**src/hw/rtl/bca_pkg.sv**
```systemverilog
// ----------------------------------------------------------------------------
// bca_pkg: shared types and constants of the bitmap cell allocator
// Operation kinds, status codes, config register indexes and bitmap word size.
// ----------------------------------------------------------------------------
`default_nettype none

package bca_pkg;

    localparam int ADDR_W  = 32;
    localparam int SIZE_W  = 16;
    localparam int COUNT_W = 7;
    localparam int WORD_W  = 32;
    localparam int BIT_W   = 5;
    localparam int CFG_IDX_W = 2;

    typedef logic [1:0] t_status;
    localparam t_status STATUS_OK       = 2'd0;
    localparam t_status STATUS_FULL     = 2'd1;
    localparam t_status STATUS_BAD_FREE = 2'd2;

    typedef logic t_kind;
    localparam t_kind KIND_ALLOC = 1'b0;
    localparam t_kind KIND_FREE  = 1'b1;

    typedef logic [CFG_IDX_W-1:0] t_cfg_idx;
    localparam t_cfg_idx CFG_BASE_ADDRESS = 2'd0;
    localparam t_cfg_idx CFG_CELL_SIZE    = 2'd1;
    localparam t_cfg_idx CFG_CELL_COUNT   = 2'd2;

endpackage

`default_nettype wire

```
**src/hw/rtl/bca_ram.sv**
```systemverilog
// ----------------------------------------------------------------------------
// bca_ram: generic single-port-write RAM
// One write port, one read port, registered read data.
// ----------------------------------------------------------------------------
`default_nettype none

module bca_ram #(
    parameter int WIDTH = 32,
    parameter int DEPTH = 2
) (
    input  wire logic                                  i_clk,
    input  wire logic                                  i_we,
    input  wire logic [(DEPTH > 1 ? $clog2(DEPTH) : 1)-1:0] i_waddr,
    input  wire logic [WIDTH-1:0]                      i_wdata,
    input  wire logic [(DEPTH > 1 ? $clog2(DEPTH) : 1)-1:0] i_raddr,
    output logic      [WIDTH-1:0]                      o_rdata
);

    logic [WIDTH-1:0] r_mem [DEPTH];

    always_ff @(posedge i_clk) begin
        if (i_we) begin
            r_mem[i_waddr] <= i_wdata;
        end
        o_rdata <= r_mem[i_raddr];
    end

endmodule

`default_nettype wire

```
**src/hw/rtl/bca_divider.sv**
```systemverilog
// ----------------------------------------------------------------------------
// bca_divider: iterative restoring divider, 32-bit by 16-bit
// One quotient bit per cycle; a zero divisor yields an all-ones quotient.
// ----------------------------------------------------------------------------
`default_nettype none

module bca_divider (
    input  wire logic                       i_clk,
    input  wire logic                       i_rst_n,
    input  wire logic                       i_start,
    input  wire logic [bca_pkg::ADDR_W-1:0] i_dividend,
    input  wire logic [bca_pkg::SIZE_W-1:0] i_divisor,
    output logic                            o_done,
    output logic      [bca_pkg::ADDR_W-1:0] o_quotient
);

    import bca_pkg::*;

    localparam int CNT_W = $clog2(ADDR_W);

    logic              r_busy;
    logic [CNT_W-1:0]  r_cnt;
    logic [SIZE_W-1:0] r_rem;
    logic [ADDR_W-1:0] r_quo;
    logic [SIZE_W-1:0] r_div;
    logic              r_done;

    logic [SIZE_W:0]   w_shift;
    logic [SIZE_W:0]   w_diff;

    assign w_shift = {r_rem, r_quo[ADDR_W-1]};
    assign w_diff  = w_shift - {1'b0, r_div};

    always_ff @(posedge i_clk) begin
        if (!i_rst_n) begin
            r_busy <= 1'b0;
            r_done <= 1'b0;
            r_cnt  <= '0;
        end else begin
            r_done <= 1'b0;
            if (i_start) begin
                r_busy <= 1'b1;
                r_cnt  <= '0;
                r_rem  <= '0;
                r_quo  <= i_dividend;
                r_div  <= i_divisor;
            end else if (r_busy) begin
                // borrow clear means the shifted remainder reached the divisor
                if (!w_diff[SIZE_W] || (r_div == '0)) begin
                    r_rem <= w_diff[SIZE_W-1:0];
                    r_quo <= {r_quo[ADDR_W-2:0], 1'b1};
                end else begin
                    r_rem <= w_shift[SIZE_W-1:0];
                    r_quo <= {r_quo[ADDR_W-2:0], 1'b0};
                end
                r_cnt <= r_cnt + 1'b1;
                if (r_cnt == CNT_W'(ADDR_W - 1)) begin
                    r_busy <= 1'b0;
                    r_done <= 1'b1;
                end
            end
        end
    end

    assign o_done     = r_done;
    assign o_quotient = r_quo;

endmodule

`default_nettype wire

```
**src/hw/rtl/bitmap_cell_allocator_top.sv**
```systemverilog
// ----------------------------------------------------------------------------
// bitmap_cell_allocator_top: fixed-size cell allocator with a usage bitmap
// Alloc: scans bitmap rows in order (32 cells per row, one RAM read per row) and
//   grants the lowest free cell; full if no row within the cell count has one.
// Free: 32-step divide to the cell index, then read-modify-write; bad free skips it.
// One transaction at a time: busy is high from accept until the result strobe.
// Synchronous active-low reset: state and config registers to defaults, all cells free.
// ----------------------------------------------------------------------------
`default_nettype none

module bitmap_cell_allocator_top #(
    parameter int MAX_CELLS = 64
) (
    input  wire logic                          i_clk,
    input  wire logic                          i_rst_n,
    input  wire logic                          i_start,
    output logic                               o_busy,
    input  wire logic                          i_kind,
    input  wire logic [bca_pkg::ADDR_W-1:0]    i_cell_address,
    output logic                               o_valid,
    output logic      [bca_pkg::ADDR_W-1:0]    o_granted_address,
    output logic      [1:0]                    o_status,
    input  wire logic                          i_cfg_valid,
    output logic                               o_cfg_ready,
    input  wire logic [bca_pkg::CFG_IDX_W-1:0] i_cfg_index,
    input  wire logic [bca_pkg::ADDR_W-1:0]    i_cfg_data
);

    import bca_pkg::*;

    localparam int ROWS   = (MAX_CELLS + WORD_W - 1) / WORD_W;
    localparam int ROW_W  = (ROWS > 1) ? $clog2(ROWS) : 1;
    localparam int CIDX_W = ROW_W + BIT_W;
    localparam int CNT_W  = $clog2(MAX_CELLS + 1);

    typedef enum logic [2:0] {
        S_IDLE,
        S_A_READ,
        S_A_CHECK,
        S_A_MUL,
        S_A_ADD,
        S_F_DIV,
        S_F_READ,
        S_F_CLEAR
    } t_state;

    t_state             r_state;
    logic [ADDR_W-1:0]  r_base;
    logic [SIZE_W-1:0]  r_cell_size;
    logic [COUNT_W-1:0] r_cell_count;
    logic [ROWS-1:0]    r_row_vld;
    logic [ROW_W-1:0]   r_row;
    logic [CIDX_W-1:0]  r_cidx;
    logic [ADDR_W-1:0]  r_prod;
    logic               r_valid;
    logic [ADDR_W-1:0]  r_granted;
    t_status            r_status;

    logic               w_accept;
    logic               w_div_start;
    logic               w_div_done;
    logic [ADDR_W-1:0]  w_quot;
    logic [CNT_W-1:0]   w_active;
    logic [ADDR_W-1:0]  w_row_start;
    logic               w_row_live;
    logic [ADDR_W-1:0]  w_rem;
    logic [WORD_W-1:0]  w_mask;
    logic [WORD_W-1:0]  w_rdata;
    logic [WORD_W-1:0]  w_word;
    logic [WORD_W-1:0]  w_free;
    logic               w_found;
    logic [BIT_W-1:0]   w_bit;
    logic               w_last_row;
    logic               w_we;
    logic [WORD_W-1:0]  w_wdata;

    assign w_accept    = i_start && !o_busy;
    assign w_div_start = w_accept && (i_kind == KIND_FREE);

    // cell counts beyond the bitmap depth act as the full depth
    assign w_active = (32'(r_cell_count) > 32'(MAX_CELLS)) ? CNT_W'(MAX_CELLS)
                                                           : CNT_W'(r_cell_count);

    bca_divider u_div (
        .i_clk      (i_clk),
        .i_rst_n    (i_rst_n),
        .i_start    (w_div_start),
        .i_dividend (i_cell_address - r_base),
        .i_divisor  (r_cell_size),
        .o_done     (w_div_done),
        .o_quotient (w_quot)
    );

    bca_ram #(
        .WIDTH (WORD_W),
        .DEPTH (ROWS)
    ) u_map (
        .i_clk   (i_clk),
        .i_we    (w_we),
        .i_waddr (r_row),
        .i_wdata (w_wdata),
        .i_raddr (r_row),
        .o_rdata (w_rdata)
    );

    // rows never written since reset read as all free
    assign w_word = r_row_vld[r_row] ? w_rdata : '0;

    assign w_row_start = 32'({r_row, BIT_W'(0)});
    assign w_row_live  = 32'(w_active) > w_row_start;
    assign w_rem       = 32'(w_active) - w_row_start;

    always_comb begin
        if (!w_row_live) begin
            w_mask = '0;
        end else if (w_rem >= 32'(WORD_W)) begin
            w_mask = '1;
        end else begin
            w_mask = (WORD_W'(1) << w_rem[BIT_W-1:0]) - WORD_W'(1);
        end
    end

    assign w_free  = ~w_word & w_mask;
    assign w_found = |w_free;

    // lowest free cell of the row
    always_comb begin
        w_bit = '0;
        for (int b = WORD_W - 1; b >= 0; b--) begin
            if (w_free[b]) begin
                w_bit = BIT_W'(b);
            end
        end
    end

    assign w_last_row = !w_row_live || (w_rem <= 32'(WORD_W)) ||
                        (32'(r_row) == 32'(ROWS - 1));

    always_comb begin
        w_we    = 1'b0;
        w_wdata = w_word;
        unique case (r_state)
            S_A_CHECK: begin
                w_we    = w_found;
                w_wdata = w_word | (WORD_W'(1) << w_bit);
            end
            S_F_CLEAR: begin
                w_we    = 1'b1;
                w_wdata = w_word & ~(WORD_W'(1) << r_cidx[BIT_W-1:0]);
            end
            default: begin
                w_we    = 1'b0;
                w_wdata = w_word;
            end
        endcase
    end

    always_ff @(posedge i_clk) begin
        if (!i_rst_n) begin
            r_state      <= S_IDLE;
            r_base       <= '0;
            r_cell_size  <= SIZE_W'(1);
            r_cell_count <= '0;
            r_row_vld    <= '0;
            r_row        <= '0;
            r_valid      <= 1'b0;
        end else begin
            r_valid <= 1'b0;
            if (i_cfg_valid) begin
                unique case (i_cfg_index)
                    CFG_BASE_ADDRESS: r_base       <= i_cfg_data;
                    CFG_CELL_SIZE:    r_cell_size  <= i_cfg_data[SIZE_W-1:0];
                    CFG_CELL_COUNT:   r_cell_count <= i_cfg_data[COUNT_W-1:0];
                    default:          ;
                endcase
            end
            if (w_we) begin
                r_row_vld[r_row] <= 1'b1;
            end
            unique case (r_state)
                S_IDLE: begin
                    if (w_accept) begin
                        r_row   <= '0;
                        r_state <= (i_kind == KIND_FREE) ? S_F_DIV : S_A_READ;
                    end
                end
                S_A_READ: begin
                    r_state <= S_A_CHECK;
                end
                S_A_CHECK: begin
                    if (w_found) begin
                        r_cidx  <= {r_row, w_bit};
                        r_state <= S_A_MUL;
                    end else if (w_last_row) begin
                        r_valid   <= 1'b1;
                        r_granted <= '0;
                        r_status  <= STATUS_FULL;
                        r_state   <= S_IDLE;
                    end else begin
                        r_row   <= r_row + 1'b1;
                        r_state <= S_A_READ;
                    end
                end
                S_A_MUL: begin
                    r_prod  <= 32'(r_cidx) * 32'(r_cell_size);
                    r_state <= S_A_ADD;
                end
                S_A_ADD: begin
                    r_valid   <= 1'b1;
                    r_granted <= r_base + r_prod;
                    r_status  <= STATUS_OK;
                    r_state   <= S_IDLE;
                end
                S_F_DIV: begin
                    if (w_div_done) begin
                        if (w_quot < 32'(w_active)) begin
                            r_cidx  <= CIDX_W'(w_quot);
                            r_row   <= w_quot[CIDX_W-1:BIT_W];
                            r_state <= S_F_READ;
                        end else begin
                            r_valid   <= 1'b1;
                            r_granted <= '0;
                            r_status  <= STATUS_BAD_FREE;
                            r_state   <= S_IDLE;
                        end
                    end
                end
                S_F_READ: begin
                    r_state <= S_F_CLEAR;
                end
                S_F_CLEAR: begin
                    r_valid   <= 1'b1;
                    r_granted <= '0;
                    r_status  <= STATUS_OK;
                    r_state   <= S_IDLE;
                end
                default: begin
                    r_state <= S_IDLE;
                end
            endcase
        end
    end

    assign o_busy            = (r_state != S_IDLE);
    assign o_valid           = r_valid;
    assign o_granted_address = r_granted;
    assign o_status          = r_status;
    assign o_cfg_ready       = 1'b1;

endmodule

`default_nettype wire

```
**config.mk**
```make
export PLATFORM = sky130hd
export DESIGN_NAME = bitmap_cell_allocator_top
export DESIGN_NICKNAME = d
export VERILOG_FILES = /design/src/hw/rtl/bca_pkg.sv /design/src/hw/rtl/bca_ram.sv /design/src/hw/rtl/bca_divider.sv /design/src/hw/rtl/bitmap_cell_allocator_top.sv
export SDC_FILE = /design/constraint.sdc
export NUM_CORES = 1
export LEC_CHECK = 0
export ABC_AREA = 0
export ABC_CLOCK_PERIOD_IN_PS = 6600
export BUFFER_PORTS_ARGS = -buffer_cell sky130_fd_sc_hd__clkbuf_2
export CAP_MARGIN = 20
export CORE_AREA = 2 2 222 224
export DETAILED_ROUTE_END_ITERATION = 8
export DIE_AREA = 0 0 224 226
export SYNTH_ARGS = -nofsm -noshare
export SYNTH_HDL_FRONTEND = slang
export SYNTH_SLANG_ARGS = --single-unit
```
**constraint.sdc**
```tcl
create_clock -name i_clk -period 6.6 [get_ports i_clk]
set_input_delay 0.99 -clock i_clk [delete_from_list [all_inputs] [get_ports i_clk]]
set_output_delay 0.99 -clock i_clk [all_outputs]
set_load 0.005 [all_outputs]
```
==> impl_summary.md <==
Run status
The run finished with clean final reports.

Synthesis
In this run, distinct cell masters in the synthesized netlist total 99. The synthesized netlist net count is 2,239. The average instance in the mapped netlist occupies 9.59 µm². The total of flip-flops plus latches after synthesis is 291. For this run, the leading register cell type out of synthesis is edfxtp_1. The count of flip-flops with a built-in enable after synthesis is 190.

Yosys printed 0 warnings. The mapped netlist covers 19,200 µm². The sequential area share after synthesis is 0.403. The post-synthesis async set-or-reset flop share is 0. Synthesis handed over a netlist of 1,998 instances.

Global routing
The most utilized layer in the global route result is met2. The first global-routing pass estimated 82.0 mm of wire. The largest net degree at the start of global routing is 70. The met1 track utilization from global routing is 0.302.

The via count of the first global-routing pass is 14,700. The initial antenna violation count came to 3. The final global-route overflow total is 0.

In the global route stage, met3 resource usage came out at 0.0234. The global-route track usage on met2 is 0.322. Across every metal layer, demand over resource in global routing totals 0.207.

Clocking
The number of buffers inserted during clock tree synthesis is 34. The number of hold buffers added after cts is 0. Clock-pin slew was measured on the worst setup and hold paths at 0.06 ns. In this run the deepest clock path goes through 3 buffers. TritonCTS built the clock tree. The count of instances resized after the clock tree is built is 0. For the worst-skew pair, the clock arrives at the later sink with an insertion delay of 0.53 ns. The root buffer cell is clkbuf_16. In this run the number of H-tree levels came out at 2.

Once the clock tree was built, the setup fixing pass inserted 0 buffers. The clock sink count is 291.

Routing
The number of iterations in the first detailed-routing pass is 5. The routed via count is 15,200. The starting DRC count in detailed routing is 1,352. The average detailed-routed wire length per instance is 19.4 µm. The via density per instance is 5.58. The remaining number of nets flagged by the antenna check after routing is 0.

The detailed-route DRC error count is 0. The routed design has 52.8 mm of wire.

Critical path
The endpoint arrival time on the critical path is 5.85 ns. The critical path in this run is classified as flip-flop to flip-flop. STA classifies the critical path startpoint as a flip-flop. For this run, the slowest stage of the critical path takes 0.79 ns. The critical-path maximum fanout is 21. Traced cell by cell, the critical path runs through nand2_1 -> fa_1 -> inv_1 -> ha_1 -> inv_1 -> fa_1 -> inv_1 -> fa_1 -> a21o_1 -> a211oi_1 -> nor2_1 -> o41ai_1 -> o21ai_0 -> o41ai_1 -> o21ai_0 -> o41ai_1 -> xnor2_1. The critical path endpoint category is a flip-flop. STA puts the critical path data required time at 6.87 ns. For this design, the slowest cell found on the critical path is edfxtp_1.

STA
In the finished design, the share of the clock period the worst path needs comes to 0.845. The number of slew-limit violations in the final report came to 0. The measured slew at the worst slew-check pin is 1.02 ns. Setup violations remaining at the end of the flow were counted as 0. The number of hold violations in the final report is 0.

Across the routed clock network, the largest skew measured is 0.0239 ns. The maximum clock frequency is 179 MHz. The worst pin sits at a relative slew slack of 0.320. The worst path in the final design needs a cycle of 5.58 ns, including I/O delays and setup. Setup repair after global routing left no endpoint under its margin. After routing, the total negative slack on setup checks comes to 0 ns.

Floorplan
For this design the top-level I/O count stands at 108. The initial utilization of the core area, before any placement, comes to 0.396. Row generation in the floorplan step produced 81 rows. The height of the chip is 226 µm. In this run the standard cell core region covers 48,300 µm². The die is 224 µm wide. The floorplan step defined a die boundary enclosing 50,600 µm².

Cells and area
Summing all flip-flop and latch instances after layout gives 7730 µm². The total number of nets in the final design is 2,312. The final-layout fill cell count is 4,545. The most common cell after layout, fill and taps aside is nand2_1. The area taken by multi-input logic gates is 10,500 µm².

In the layout the commonest cells are 285 x nand2_1, 190 x edfxtp_1, 142 x inv_1, 139 x nor2_1, 110 x ha_1. Once layout is complete, the cells apart from fillers number 2,719. The share of layout cells above drive strength 1 is 0.126. Compared with the post-synthesis result, the final layout area differs by 11.4%.

Placement
The congestion estimate from routability-driven global placement came to 0.928. The HPWL after detailed placement is 40.1 mm. The placed instance count is 2,656. In this run the tool buffered the top-level ports with 106 buffer cells.

Power
In this run the power density over the cells is 268 nW/µm². The leakage power is 8.45 nW. IR analysis of the VDD net gives a maximum drop of 0.155 mV.

Hold path
In this run the worst hold path is classified as flip-flop to flip-flop.

Run
The number of max-cap violations is 0.
-- power breakdown --
part | internal (W) | leakage [nW] | total [W] | switching, W
logic | 0.000581 | 5.33 | 0.00157 | 0.000989
registers | 0.00217 | 2.59 | 0.00230 | 0.000133
clock network | 0.00109 | 0.534 | 0.00186 | 0.000766
-- metal layers --
| metal | vias up | part of all wire |
|---|---|---|
| met3 | 84 | 0.056 |
| met4 | 0 | 0.024 |
| met5 | - | 0 |
| met1 | 7407 | 0.48 |
| li1 | 7262 | - |
| met2 | 416 | 0.44 |
-- flip-flops by register name, summed over array words and instances (netlist names) --
name,flops
o_granted_address,32
o_status,2
o_valid,1
r_base,32
r_cell_count,7
r_cell_size,16
r_cidx,6
r_prod,22
r_row,1
r_row_vld,2
r_state,3
u_div.o_done,1
u_div.o_quotient,32
u_div.r_busy,1
u_div.r_cnt,5
u_div.r_div,16
u_div.r_rem,16
u_map.o_rdata,32
u_map.r_mem,64
-- cell type report --
type	instances	share of cell area
clock inverter	14	0.00662
multi-input combinational	1473	0.493
clock buffer	46	0.0443
timing repair buffer	126	0.0319
inverter	145	0.0255
sequential	291	0.362
antenna	2	0.000234
tap	622	0.0365
-- path summary, 6_finish.rpt --
check                                        from               end  slack (ns)  depth (start not counted)
worst max-delay path                    r_cidx[2]        r_prod[21]        1.02                         17
worst min-delay path            u_map.r_mem[0][6]  u_map.o_rdata[6]        0.47                          1
worst max register to register          r_cidx[2]        r_prod[21]        1.02                         17
worst min register to register  u_map.r_mem[0][6]  u_map.o_rdata[6]        0.47                          1
-- cells in the mapped netlist (all sizes together), types with 12 or more instances --
library cell / instances / share of area
mux2: 34 / 0.020
nand2b: 26 / 0.0089
nand2: 285 / 0.056
a21boi: 52 / 0.020
inv: 144 / 0.028
nor4: 18 / 0.0073
o31ai: 12 / 0.0047
mux2i: 26 / 0.014
clkbuf: 55 / 0.011
nand3: 50 / 0.013
nor3: 35 / 0.0099
a21oi: 76 / 0.020
ha: 110 / 0.072
o211ai: 30 / 0.012
a31oi: 20 / 0.0073
nor2: 140 / 0.027
xnor2: 50 / 0.023
o21ai: 105 / 0.027
xor2: 28 / 0.013
a21o: 32 / 0.013
and2: 37 / 0.012
buf: 34 / 0.011
fa: 60 / 0.063
nor2b: 24 / 0.0078
edfxtp: 190 / 0.30
dfxtp: 101 / 0.11
o21a: 21 / 0.0082
and3: 19 / 0.0062
a211oi: 19 / 0.0077
o22ai: 16 / 0.0065
-- through the flow --
step	utilization	instance area [µm²]	setup slack (ns)	hold slack, ns	power (W)
after floorplan	-	19200	1.49	0.441	0.00339
after global placement	0.419	20200	1.11	0.448	0.00387
after detailed placement	0.419	20200	1.07	0.456	0.00388
after CTS	0.441	21300	1.02	0.470	0.00575
after global routing	0.442	21300	0.593	0.480	0.00600
final	0.442	21300	1.02	0.467	0.00573
-- logic make-up after synthesis --
kind of cell / share of synthesized area
xor gates and xnor gates: 0.0357
DFF: 0.403
adders and majority gates: 0.135
buffers and inverters: 0.0500
other: 0.000196
AOI/OAI and AO/OA: 0.166
and+or+nand+nor: 0.177
muxes: 0.0338
-- worst max-delay path: cells and delay by family (launching register included) --
family | cells | cell delay (ns)
adder cells (fa/ha/maj) | 4 | 1.82
AND/OR/NAND/NOR | 2 | 0.27
buffers and inverters | 3 | 0.16
XOR/XNOR | 1 | 0.10
AO/OA/AOI/OAI | 7 | 2.17
flip-flops | 1 | 0.79
Power figures use the tool's default switching activity.
